File: config.mk
export PLATFORM = sky130hd
export DESIGN_NAME = stopwatch_time_display
export DESIGN_NICKNAME = d
export VERILOG_FILES = /design/src/swtd_pkg.sv /design/src/swtd_front.sv /design/src/swtd_queue.sv /design/src/swtd_back.sv /design/src/stopwatch_time_display.sv
export SDC_FILE = /design/constraint.sdc
export NUM_CORES = 2
export LEC_CHECK = 0
export ABC_AREA = 1
export BUFFER_PORTS_ARGS = -buffer_cell sky130_fd_sc_hd__buf_2
export CORE_ASPECT_RATIO = 2
export CORE_MARGIN = 5
export CORE_UTILIZATION = 30
export CTS_CLUSTER_DIAMETER = 100
export DETAILED_ROUTE_END_ITERATION = 6
export GPL_TIMING_DRIVEN = 0
export REMOVE_ABC_BUFFERS = 1
export SLEW_MARGIN = 20
export SYNTH_ARGS = -nofsm -noshare
export SYNTH_HDL_FRONTEND = slang
export SYNTH_HIERARCHICAL = 1
export SYNTH_SLANG_ARGS = --single-unit
File: constraint.sdc
create_clock -name clk_i -period 7.4 [get_ports clk_i]
set_clock_uncertainty 0.15 [all_clocks]
set_input_delay 1.11 -clock clk_i [delete_from_list [all_inputs] [get_ports clk_i]]
set_output_delay 1.11 -clock clk_i [all_outputs]
set_load 0.02 [all_outputs]
File: src/swtd_pkg.sv
package swtd_pkg;

  // fraction digits kept in the split (1 to 2)
  localparam int unsigned FracDigits = 2;
  localparam int unsigned FracScale  = 10 ** FracDigits;
  // fraction value width before it is cut to the 7-bit field
  localparam int unsigned FracW      = 10;

  // request queue between front and back
  localparam int unsigned QDepth = 4;
  localparam int unsigned QPtrW  = $clog2(QDepth);
  localparam int unsigned QCntW  = $clog2(QDepth + 1);

  // reciprocal constants for division by a constant
  localparam logic [63:0] RecipSec  = 64'd274877907;  // x / 1000, shift 38
  localparam int unsigned ShSec     = 38;
  localparam logic [52:0] RecipMin  = 53'd8947849;    // x / 60 (23-bit x), shift 29
  localparam int unsigned ShMin     = 29;
  localparam logic [38:0] RecipHour = 39'd69906;      // x / 60 (17-bit x), shift 22
  localparam int unsigned ShHour    = 22;
  localparam logic [50:0] RecipFrac = 51'd1073742;    // x / 1000 (20-bit x), shift 30
  localparam int unsigned ShFrac    = 30;

  localparam logic [1:0] CfgFracReset = 2'd1;

  typedef enum logic [1:0] {
    REQ_UPDATE = 2'd0,
    REQ_START  = 2'd1,
    REQ_STOP   = 2'd2,
    REQ_PRESET = 2'd3
  } req_e;

  // what the back part has to do with a transaction
  typedef enum logic [1:0] {
    KIND_NONE   = 2'd0,
    KIND_UPDATE = 2'd1,
    KIND_STOP   = 2'd2
  } kind_e;

  typedef struct packed {
    kind_e       kind;
    logic        paused;
    logic [31:0] ms;
  } job_t;

  // queue status seen by front and back
  typedef struct packed {
    logic full;
    logic valid;
  } q_status_t;

  // decimal digit count of the hours field (up to four digits)
  function automatic logic [2:0] digits_hours(input logic [10:0] v);
    logic [2:0] n;
    if (v >= 11'd1000) begin
      n = 3'd4;
    end else if (v >= 11'd100) begin
      n = 3'd3;
    end else if (v >= 11'd10) begin
      n = 3'd2;
    end else begin
      n = 3'd1;
    end
    return n;
  endfunction

  // decimal digit count of a minutes or seconds field
  function automatic logic [1:0] digits_small(input logic [5:0] v);
    logic [1:0] n;
    n = (v >= 6'd10) ? 2'd2 : 2'd1;
    return n;
  endfunction

endpackage

File: src/swtd_front.sv
module swtd_front (
  input  logic               clk_i,
  input  logic               rst_ni,
  input  logic               s_valid_i,
  output logic               s_ready_o,
  input  logic [1:0]         req_type_i,
  input  logic [31:0]        now_ms_i,
  input  logic [31:0]        preset_ms_i,
  input  swtd_pkg::q_status_t q_status_i,
  output logic               push_o,
  output swtd_pkg::job_t     job_o
);
  import swtd_pkg::*;

  logic        running_q, running_d;
  logic [31:0] start_tick_q, start_tick_d;
  logic [31:0] base_ms_q, base_ms_d;
  logic [31:0] current_ms_q, current_ms_d;
  logic        accept;
  req_e        req;

  assign s_ready_o = !q_status_i.full;
  assign accept    = s_valid_i && s_ready_o;
  assign push_o    = accept;
  assign req       = req_e'(req_type_i);

  // stopwatch state update and classification of the transaction
  always_comb begin
    running_d    = running_q;
    start_tick_d = start_tick_q;
    base_ms_d    = base_ms_q;
    current_ms_d = current_ms_q;
    job_o.kind   = KIND_NONE;
    job_o.paused = 1'b0;
    job_o.ms     = current_ms_q;
    case (req)
      REQ_UPDATE: begin
        if (running_q) begin
          current_ms_d = base_ms_q + (now_ms_i - start_tick_q);
        end
        job_o.kind   = KIND_UPDATE;
        job_o.paused = !running_q;
        job_o.ms     = current_ms_d;
      end
      REQ_START: begin
        if (!running_q) begin
          running_d    = 1'b1;
          start_tick_d = now_ms_i;
        end
      end
      REQ_STOP: begin
        if (running_q) begin
          running_d  = 1'b0;
          base_ms_d  = current_ms_q;
          job_o.kind = KIND_STOP;
        end
      end
      REQ_PRESET: begin
        current_ms_d = preset_ms_i;
        base_ms_d    = preset_ms_i;
        start_tick_d = now_ms_i;
      end
      default: begin
        job_o.kind = KIND_NONE;
      end
    endcase
  end

  always_ff @(posedge clk_i or negedge rst_ni) begin
    if (!rst_ni) begin
      running_q    <= 1'b0;
      start_tick_q <= '0;
      base_ms_q    <= '0;
      current_ms_q <= '0;
    end else if (accept) begin
      running_q    <= running_d;
      start_tick_q <= start_tick_d;
      base_ms_q    <= base_ms_d;
      current_ms_q <= current_ms_d;
    end
  end

endmodule

File: src/swtd_queue.sv
module swtd_queue (
  input  logic                clk_i,
  input  logic                rst_ni,
  input  logic                push_i,
  input  swtd_pkg::job_t      push_job_i,
  input  logic                pop_i,
  output swtd_pkg::job_t      pop_job_o,
  output swtd_pkg::q_status_t status_o
);
  import swtd_pkg::*;

  job_t             mem_q [QDepth];
  logic [QPtrW-1:0] wr_ptr_q, rd_ptr_q;
  logic [QCntW-1:0] count_q, count_d;
  logic             do_push, do_pop;

  assign status_o.full  = (count_q == QCntW'(QDepth));
  assign status_o.valid = (count_q != '0);
  assign do_push        = push_i && !status_o.full;
  assign do_pop         = pop_i && status_o.valid;
  assign pop_job_o      = mem_q[rd_ptr_q];

  // occupancy
  always_comb begin
    count_d = count_q;
    if (do_push && !do_pop) begin
      count_d = count_q + QCntW'(1);
    end else if (do_pop && !do_push) begin
      count_d = count_q - QCntW'(1);
    end
  end

  always_ff @(posedge clk_i or negedge rst_ni) begin
    if (!rst_ni) begin
      wr_ptr_q <= '0;
      rd_ptr_q <= '0;
      count_q  <= '0;
    end else begin
      count_q <= count_d;
      if (do_push) begin
        wr_ptr_q <= wr_ptr_q + QPtrW'(1);
      end
      if (do_pop) begin
        rd_ptr_q <= rd_ptr_q + QPtrW'(1);
      end
    end
  end

  // entry storage
  always_ff @(posedge clk_i) begin
    if (do_push) begin
      mem_q[wr_ptr_q] <= push_job_i;
    end
  end

endmodule

File: src/swtd_back.sv
module swtd_back (
  input  logic                clk_i,
  input  logic                rst_ni,
  input  logic                cfg_we_i,
  input  logic [1:0]          cfg_wdata_i,
  input  swtd_pkg::q_status_t q_status_i,
  input  swtd_pkg::job_t      job_i,
  output logic                pop_o,
  output logic                m_valid_o,
  input  logic                m_ready_i,
  output logic [39:0]         m_data_o,
  output logic [1:0]          m_user_o
);
  import swtd_pkg::*;

  logic [1:0] frac_shown_q;

  // pipeline stage registers
  logic        v1_q, v2_q, v3_q, v4_q;
  kind_e       k1_q, k2_q, k3_q, k4_q;
  logic        p1_q, p2_q, p3_q, p4_q;
  logic [31:0] ms1_q;
  logic [22:0] sec1_q, sec2_q;
  logic [9:0]  rem2_q;
  logic [16:0] min2_q, min3_q;
  logic [5:0]  s3_q, s4_q;
  logic [10:0] h3_q, h4_q;
  logic [19:0] pf3_q;
  logic [5:0]  m4_q;
  logic [FracW-1:0] f4_q;

  // last shown split
  logic [10:0]      sh_h_q;
  logic [5:0]       sh_m_q, sh_s_q;
  logic [FracW-1:0] sh_f_q;

  // output register
  logic        out_valid_q;
  logic [39:0] out_data_q;
  logic [1:0]  out_user_q;

  logic        adv;
  logic [63:0] prod_sec;
  logic [31:0] sec_x1000;
  logic [52:0] prod_min;
  logic [22:0] min_x60;
  logic [38:0] prod_hour;
  logic [16:0] hour_x60;
  logic [50:0] prod_frac;

  logic        refresh, upd, pau;
  logic [10:0] nh;
  logic [5:0]  nm, ns;
  logic [FracW-1:0] nf;
  logic [2:0]  hd;
  logic [1:0]  md, sd, mask;

  assign adv       = !out_valid_q || m_ready_i;
  assign pop_o     = adv && q_status_i.valid;
  assign m_valid_o = out_valid_q;
  assign m_data_o  = out_data_q;
  assign m_user_o  = out_user_q;

  // shown fraction digits register
  always_ff @(posedge clk_i or negedge rst_ni) begin
    if (!rst_ni) begin
      frac_shown_q <= CfgFracReset;
    end else if (cfg_we_i) begin
      frac_shown_q <= cfg_wdata_i;
    end
  end

  // constant divisions by reciprocal multiplication
  assign prod_sec  = {32'b0, job_i.ms} * RecipSec;
  assign sec_x1000 = {9'b0, sec1_q} * 32'd1000;
  assign prod_min  = {30'b0, sec1_q} * RecipMin;
  assign min_x60   = {6'b0, min2_q} * 23'd60;
  assign prod_hour = {22'b0, min2_q} * RecipHour;
  assign hour_x60  = {6'b0, h3_q} * 17'd60;
  assign prod_frac = {31'b0, pf3_q} * RecipFrac;

  // valid bits move together under one advance enable
  always_ff @(posedge clk_i or negedge rst_ni) begin
    if (!rst_ni) begin
      v1_q <= 1'b0;
      v2_q <= 1'b0;
      v3_q <= 1'b0;
      v4_q <= 1'b0;
    end else if (adv) begin
      v1_q <= q_status_i.valid;
      v2_q <= v1_q;
      v3_q <= v2_q;
      v4_q <= v3_q;
    end
  end

  // datapath stages
  always_ff @(posedge clk_i) begin
    if (adv) begin
      // seconds
      k1_q   <= job_i.kind;
      p1_q   <= job_i.paused;
      ms1_q  <= job_i.ms;
      sec1_q <= prod_sec[ShSec +: 23];
      // millisecond remainder and whole minutes
      k2_q   <= k1_q;
      p2_q   <= p1_q;
      sec2_q <= sec1_q;
      rem2_q <= 10'(ms1_q - sec_x1000);
      min2_q <= prod_min[ShMin +: 17];
      // seconds within minute, hours, scaled fraction
      k3_q   <= k2_q;
      p3_q   <= p2_q;
      min3_q <= min2_q;
      s3_q   <= 6'(sec2_q - min_x60);
      h3_q   <= prod_hour[ShHour +: 11];
      pf3_q  <= {10'b0, rem2_q} * 20'(FracScale);
      // minutes within hour, fraction digits
      k4_q   <= k3_q;
      p4_q   <= p3_q;
      s4_q   <= s3_q;
      h4_q   <= h3_q;
      m4_q   <= 6'(min3_q - hour_x60);
      f4_q   <= prod_frac[ShFrac +: FracW];
    end
  end

  // refresh decision and display layout
  always_comb begin
    refresh = 1'b0;
    upd     = 1'b0;
    pau     = 1'b0;
    mask    = 2'b00;
    nh      = sh_h_q;
    nm      = sh_m_q;
    ns      = sh_s_q;
    nf      = sh_f_q;
    case (k4_q)
      KIND_UPDATE: begin
        if (h4_q != sh_h_q || m4_q != sh_m_q || s4_q != sh_s_q || f4_q != sh_f_q) begin
          refresh = 1'b1;
          upd     = 1'b1;
          pau     = p4_q;
          nh      = h4_q;
          nm      = m4_q;
          ns      = s4_q;
          nf      = f4_q;
          for (int i = 0; i < 2; i++) begin
            if (!p4_q && (i < int'(FracDigits)) && (i >= int'(frac_shown_q))) begin
              mask[i] = 1'b1;
            end
          end
        end
      end
      KIND_STOP: begin
        upd = 1'b1;
        pau = 1'b1;
      end
      default: begin
        upd = 1'b0;
      end
    endcase
    hd = (nh != '0) ? digits_hours(nh) : 3'd0;
    if (nh != '0) begin
      md = 2'd2;
      sd = 2'd2;
    end else if (nm != '0) begin
      md = digits_small(nm);
      sd = 2'd2;
    end else begin
      md = 2'd0;
      sd = digits_small(ns);
    end
  end

  // last shown split
  always_ff @(posedge clk_i or negedge rst_ni) begin
    if (!rst_ni) begin
      sh_h_q <= '0;
      sh_m_q <= '0;
      sh_s_q <= '0;
      sh_f_q <= '0;
    end else if (adv && v4_q && refresh) begin
      sh_h_q <= nh;
      sh_m_q <= nm;
      sh_s_q <= ns;
      sh_f_q <= nf;
    end
  end

  // output register
  always_ff @(posedge clk_i or negedge rst_ni) begin
    if (!rst_ni) begin
      out_valid_q <= 1'b0;
    end else if (adv) begin
      out_valid_q <= v4_q;
    end
  end

  always_ff @(posedge clk_i) begin
    if (adv && v4_q) begin
      out_user_q <= {pau, upd};
      out_data_q <= {1'b0, mask, sd, md, hd, nf[6:0], ns, nm, nh};
    end
  end

endmodule

File: src/stopwatch_time_display.sv
// millisecond stopwatch with display layout
// input channel s_axis: one request per transaction; tuser carries the request
// kind (update, start, stop, preset), tdata the tick count and the preset time
// output channel m_axis: exactly one result transaction per request, in order;
// tuser flags a refreshed display and a paused one, tdata the time split into
// hours, minutes, seconds and hundredths with digit counts and blanking mask
// cfg_we_i/cfg_wdata_i write the number of fraction digits shown while running
// a request updates the stopwatch state in the cycle it is accepted; the
// split then runs through a five-stage reciprocal-multiply pipeline
// throughput is one request per cycle while the receiver takes results, set by that pipeline
// when the receiver stalls, the pipeline holds and a four-entry request queue
// fills; s_axis_tready_o falls only when the queue is full
// after reset the watch is stopped at zero, with one fraction digit shown
module stopwatch_time_display (
  input  logic        clk_i,
  input  logic        rst_ni,
  input  logic        s_axis_tvalid_i,
  output logic        s_axis_tready_o,
  input  logic [63:0] s_axis_tdata_i,   // now_ms [31:0], preset_ms [63:32]
  input  logic [1:0]  s_axis_tuser_i,   // req_type [1:0]
  output logic        m_axis_tvalid_o,
  input  logic        m_axis_tready_i,
  // hours [10:0], minutes [16:11], seconds [22:17], hundredths [29:23],
  // hour_digits [32:30], minute_digits [34:33], second_digits [36:35],
  // frac_blank_mask [38:37], zero [39]
  output logic [39:0] m_axis_tdata_o,
  output logic [1:0]  m_axis_tuser_o,   // updated [0], paused [1]
  input  logic        cfg_we_i,
  input  logic [1:0]  cfg_wdata_i
);
  import swtd_pkg::*;

  q_status_t q_status;
  logic      push, pop;
  job_t      push_job, pop_job;

  swtd_front u_front (
    .clk_i       (clk_i),
    .rst_ni      (rst_ni),
    .s_valid_i   (s_axis_tvalid_i),
    .s_ready_o   (s_axis_tready_o),
    .req_type_i  (s_axis_tuser_i),
    .now_ms_i    (s_axis_tdata_i[31:0]),
    .preset_ms_i (s_axis_tdata_i[63:32]),
    .q_status_i  (q_status),
    .push_o      (push),
    .job_o       (push_job)
  );

  swtd_queue u_queue (
    .clk_i      (clk_i),
    .rst_ni     (rst_ni),
    .push_i     (push),
    .push_job_i (push_job),
    .pop_i      (pop),
    .pop_job_o  (pop_job),
    .status_o   (q_status)
  );

  swtd_back u_back (
    .clk_i       (clk_i),
    .rst_ni      (rst_ni),
    .cfg_we_i    (cfg_we_i),
    .cfg_wdata_i (cfg_wdata_i),
    .q_status_i  (q_status),
    .job_i       (pop_job),
    .pop_o       (pop),
    .m_valid_o   (m_axis_tvalid_o),
    .m_ready_i   (m_axis_tready_i),
    .m_data_o    (m_axis_tdata_o),
    .m_user_o    (m_axis_tuser_o)
  );

  // a paused display is always a refreshed one
  assert property (@(posedge clk_i) disable iff (!rst_ni)
    m_axis_tvalid_o && m_axis_tuser_o[1] |-> m_axis_tuser_o[0])
    else $error("paused result without refresh");

  // blanking only on an unpaused refresh
  assert property (@(posedge clk_i) disable iff (!rst_ni)
    m_axis_tvalid_o && (m_axis_tdata_o[38:37] != 2'b00)
      |-> m_axis_tuser_o[0] && !m_axis_tuser_o[1])
    else $error("fraction blanked outside an unpaused refresh");

  // hour digit count zero exactly when hours are zero
  assert property (@(posedge clk_i) disable iff (!rst_ni)
    m_axis_tvalid_o |-> ((m_axis_tdata_o[32:30] == 3'd0) == (m_axis_tdata_o[10:0] == 11'd0)))
    else $error("hour digit count disagrees with hours");

  // a full queue only arises while the output is stalled
  assert property (@(posedge clk_i) disable iff (!rst_ni)
    !s_axis_tready_o |-> $past(m_axis_tvalid_o && !m_axis_tready_i))
    else $error("request queue full without an output stall");

endmodule

==> flow_summary.toml <==
[status]
outcome = "completed"

[global_routing]
gr-total-overflow = 0
grt_pass1_vias = 46061
grt_use_total_pct = 16.8
grt_util_met1_pct = 13.9
grt_pass1_wl_um = 249000
met2_usage_pct = 35.0
antenna_found_initial = 1
grt_max_degree = 79
busiest_layer = "met2"
use_met3_pct = 1.63

[logic_synthesis]
synth_edf_count = 328
synth-seq-cells = 470
ys_seq_area_share_pct = 24.5
synth_area_um2 = 54700
synth_warnings = 6
synth.area.top_cells = "ha_1 20%, edfxtp_1 18%, fa_1 18%, nand2_1 11%, inv_1 11%"
synthArstFlopShare_pct = 30.2
synth_top_cell_by_area = "ha_1"
synth_top_area_share_pct = 20.2
synth_ff_type = "edfxtp_1"
synth_cells = 6643
synth_cell_type_count = 58
synth_area_per_cell_um2 = 8.23

[floorplanning]
io_pins = 117
num_rows = 221
die_h_um = 614
die_area_um2 = 191000
coreArea_um2 = 181000
initial_utilization_pct = 30.1
dieWidth_um = 312

[detailed_routing]
first_iter_violations = 1580
vias = 42867
drt-total-wl_um = 162000
drc = 0
wl_per_cell_um = 17.6
ant_nets = 0
first_pass_iters = 5
vias_per_cell = 4.66

[layout]
area_delta_synth_final_pct = 12.4
drive_above_1_share_pct = 8.33
final_area_um2 = 61500
fin_cells = 9207
nets = 8260
fill_cells = 18875

[critical_path]
cpLargestDelayFamily = "adder cells"
required_ps = 7670
crit_buf_inv = 7
reg2reg_slack_ps = 200
slowest_stage = "fa_1"
crit_arrival_ps = 7470
crit_path_start_kind = "flip-flop"
cp_slowest_stage_delay_ps = 550
worst_path_most_repeated_cell = "fa_1"
endpoint_kind = "flip-flop"
r2r_cells = 25
cp_max_fo = 29
worst-path-stages = 25
worst-setup-path-type = "reg2reg"

[run]
drv_cap = 0

[placed_design]
dp_cells = 9033
port_buffers = 115
routabilityCongestion = 1.02
pre_cts_ws_ps = -1580
post_dp_cell_area_um2 = 58300
place_hpwl_um = 135000

[sta]
finalHoldViolations = 0
worstMarginPinSlew_ps = 1260
setup_ws_ps = 198
finalCriticalPeriod_ps = 7200
drv_slew = 0
rsz0062_at_grt = "yes"
max_slew_margin_pct = 15.1
setup_violations = 0
clock.fmax_mhz = 139
post-route-period-util_pct = 97.3

[cts]
cts.reportedPaths.clkPinSlew_ps = 60
htreeDepth = 2
cts_tree = "yes"
cts.sinks = 470
clk_path_buf_depth = 3
root_buffer = "clkbuf_16"
clock_latency_ps = 660
cts_buffers = 51

[min_path]
holdCritPathClass = "in2async"
kinds of logic after synthesis:
kind of cell | Yosys count | synth area share [%]
AND/OR/NAND/NOR | 2403 | 18.1
adder cells (fa/ha/maj) | 1364 | 37.8
AO/OA/AOI/OAI | 565 | 5.86
multiplexers | 2 | 0.0412
flip-flops | 470 | 24.5
other | 1 | 0.00686
XOR/XNOR | 82 | 1.31
buffers and inverters | 1756 | 12.3
through the flow:
step	hold slack (ps)	utilization, %	TNS (ps)
final	201	33.9	0
after global placement	251	31.8	-150700
after CTS	189	33.4	0
after floorplan	250	-	-7440
after global routing	191	33.9	-321
after detailed placement	255	32.2	-31030
metal layers:
layer / up-vias / wire [um]
li1: 21054 / -
met1: 20324 / 49000
met2: 959 / 92700
met3: 530 / 4040
met4: 0 / 16200
met5: - / 0
worst register-to-register path: stages, from the launching register on:
cell,delay (ps)
dfrtp_2,440
clkinv_8,130
buf_16,230
o211ai_1,270
nand2_4,160
buf_4,190
ha_1,310
fa_1,430
fa_1,550
inv_1,60
fa_1,490
inv_1,60
fa_1,520
fa_1,440
fa_1,540
inv_1,50
fa_1,490
inv_1,40
ha_1,320
nand2_1,140
nor2_2,240
nand2_1,160
nor2_1,270
nand3_1,140
nand4_1,110
nand2_1,60
flip-flops by register name (all words and copies together), names as in the netlist, 15 cells and up:
register and cells:
u_front/base_ms_q 32, u_back/min2_q 17, u_queue/mem_q 140, u_back/m_data_o 39, u_back/pf3_q 15, u_front/start_tick_q 32, u_back/sec1_q 23, u_front/current_ms_q 32
cells in the mapped netlist, types with 6 or more instances:
cell      number
a21boi_0       6
a21boi_1       9
a21o_1        10
a21oi_1      196
a21oi_2        6
and2_1         6
buf_1          7
buf_2         20
buf_6         14
clkbuf_1      42
dfrtp_1      141
edfxtp_1     328
fa_1         481
ha_1         883
inv_1       1656
inv_2         11
nand2_1     1666
nand2_2       23
nand3_1      230
nand3_2       15
nand4_1       82
nor2_1       296
nor2_2        23
nor3_1        31
nor3_2         6
nor4_1         9
o211ai_1      75
o21ai_0      213
o21ai_1       16
o21bai_1      19
xnor2_1       51
xor2_1        31
placed cells by master, fill, tap and decap left out, types with 6 or more instances in the layout:
cell,synthesis,final
a21boi_0,6,6
a21boi_1,9,9
a21o_1,10,10
a21oi_1,196,189
a21oi_2,6,12
and2_1,6,6
buf_12,0,13
buf_16,0,11
buf_2,20,114
buf_4,3,72
clkbuf_1,42,8
clkbuf_16,0,52
clkinvlp_4,0,11
dfrtp_1,141,138
edfxtp_1,328,328
fa_1,481,478
ha_1,883,860
ha_2,0,10
ha_4,0,13
inv_1,1656,1650
inv_2,11,14
inv_6,0,6
nand2_1,1666,1587
nand2_2,23,74
nand2_4,2,30
nand3_1,230,222
nand3_2,15,20
nand4_1,82,82
nor2_1,296,258
nor2_2,23,39
nor2_4,0,22
nor3_1,31,27
nor3_2,6,10
nor4_1,9,9
o211ai_1,75,75
o21ai_0,213,212
o21ai_1,16,16
o21bai_1,19,19
xnor2_1,51,51
xor2_1,31,31
path summary, 6_finish.rpt:
| path | from | to |
|---|---|---|
| max | u_queue/rd_ptr_q[0] | u_back/sec1_q[0] |
| min | rst_ni | u_back/sh_f_q[1] |
| max reg2reg | u_queue/rd_ptr_q[0] | u_back/sec1_q[0] |
| min reg2reg | u_back/k2_q[1] | u_back/k3_q[1] |
| max in group asynchronous | rst_ni | u_front/start_tick_q[27] |
| min in group clk_i | u_back/k2_q[1] | u_back/k3_q[1] |
final cells by class:
class / instances / area (um^2) / share of cell area, %
multi-input cells: 4417 / 35400 / 57.6
repair inverters: 2 / 15.0 / 0.0244
repair buffers: 212 / 1710 / 2.79
clock inverters: 33 / 350 / 0.570
flip-flops and latches: 470 / 13400 / 21.8
clock buffers: 62 / 1350 / 2.19
well taps: 2341 / 2930 / 4.76
diodes: 1 / 2.50 / 0.00407
inverters: 1669 / 6300 / 10.3
timing repair:
item                       4_1_cts  5_1_grt
setup endpoints to repair       23       23
pin swaps                       14       25
buffers inserted                36       37
cloned                           3        2
gates resized for setup         91      121
hold buffers                     0        0
Power is not shown: default switching activity piles up to over one toggle a cycle in this logic, so the estimate is an artifact.
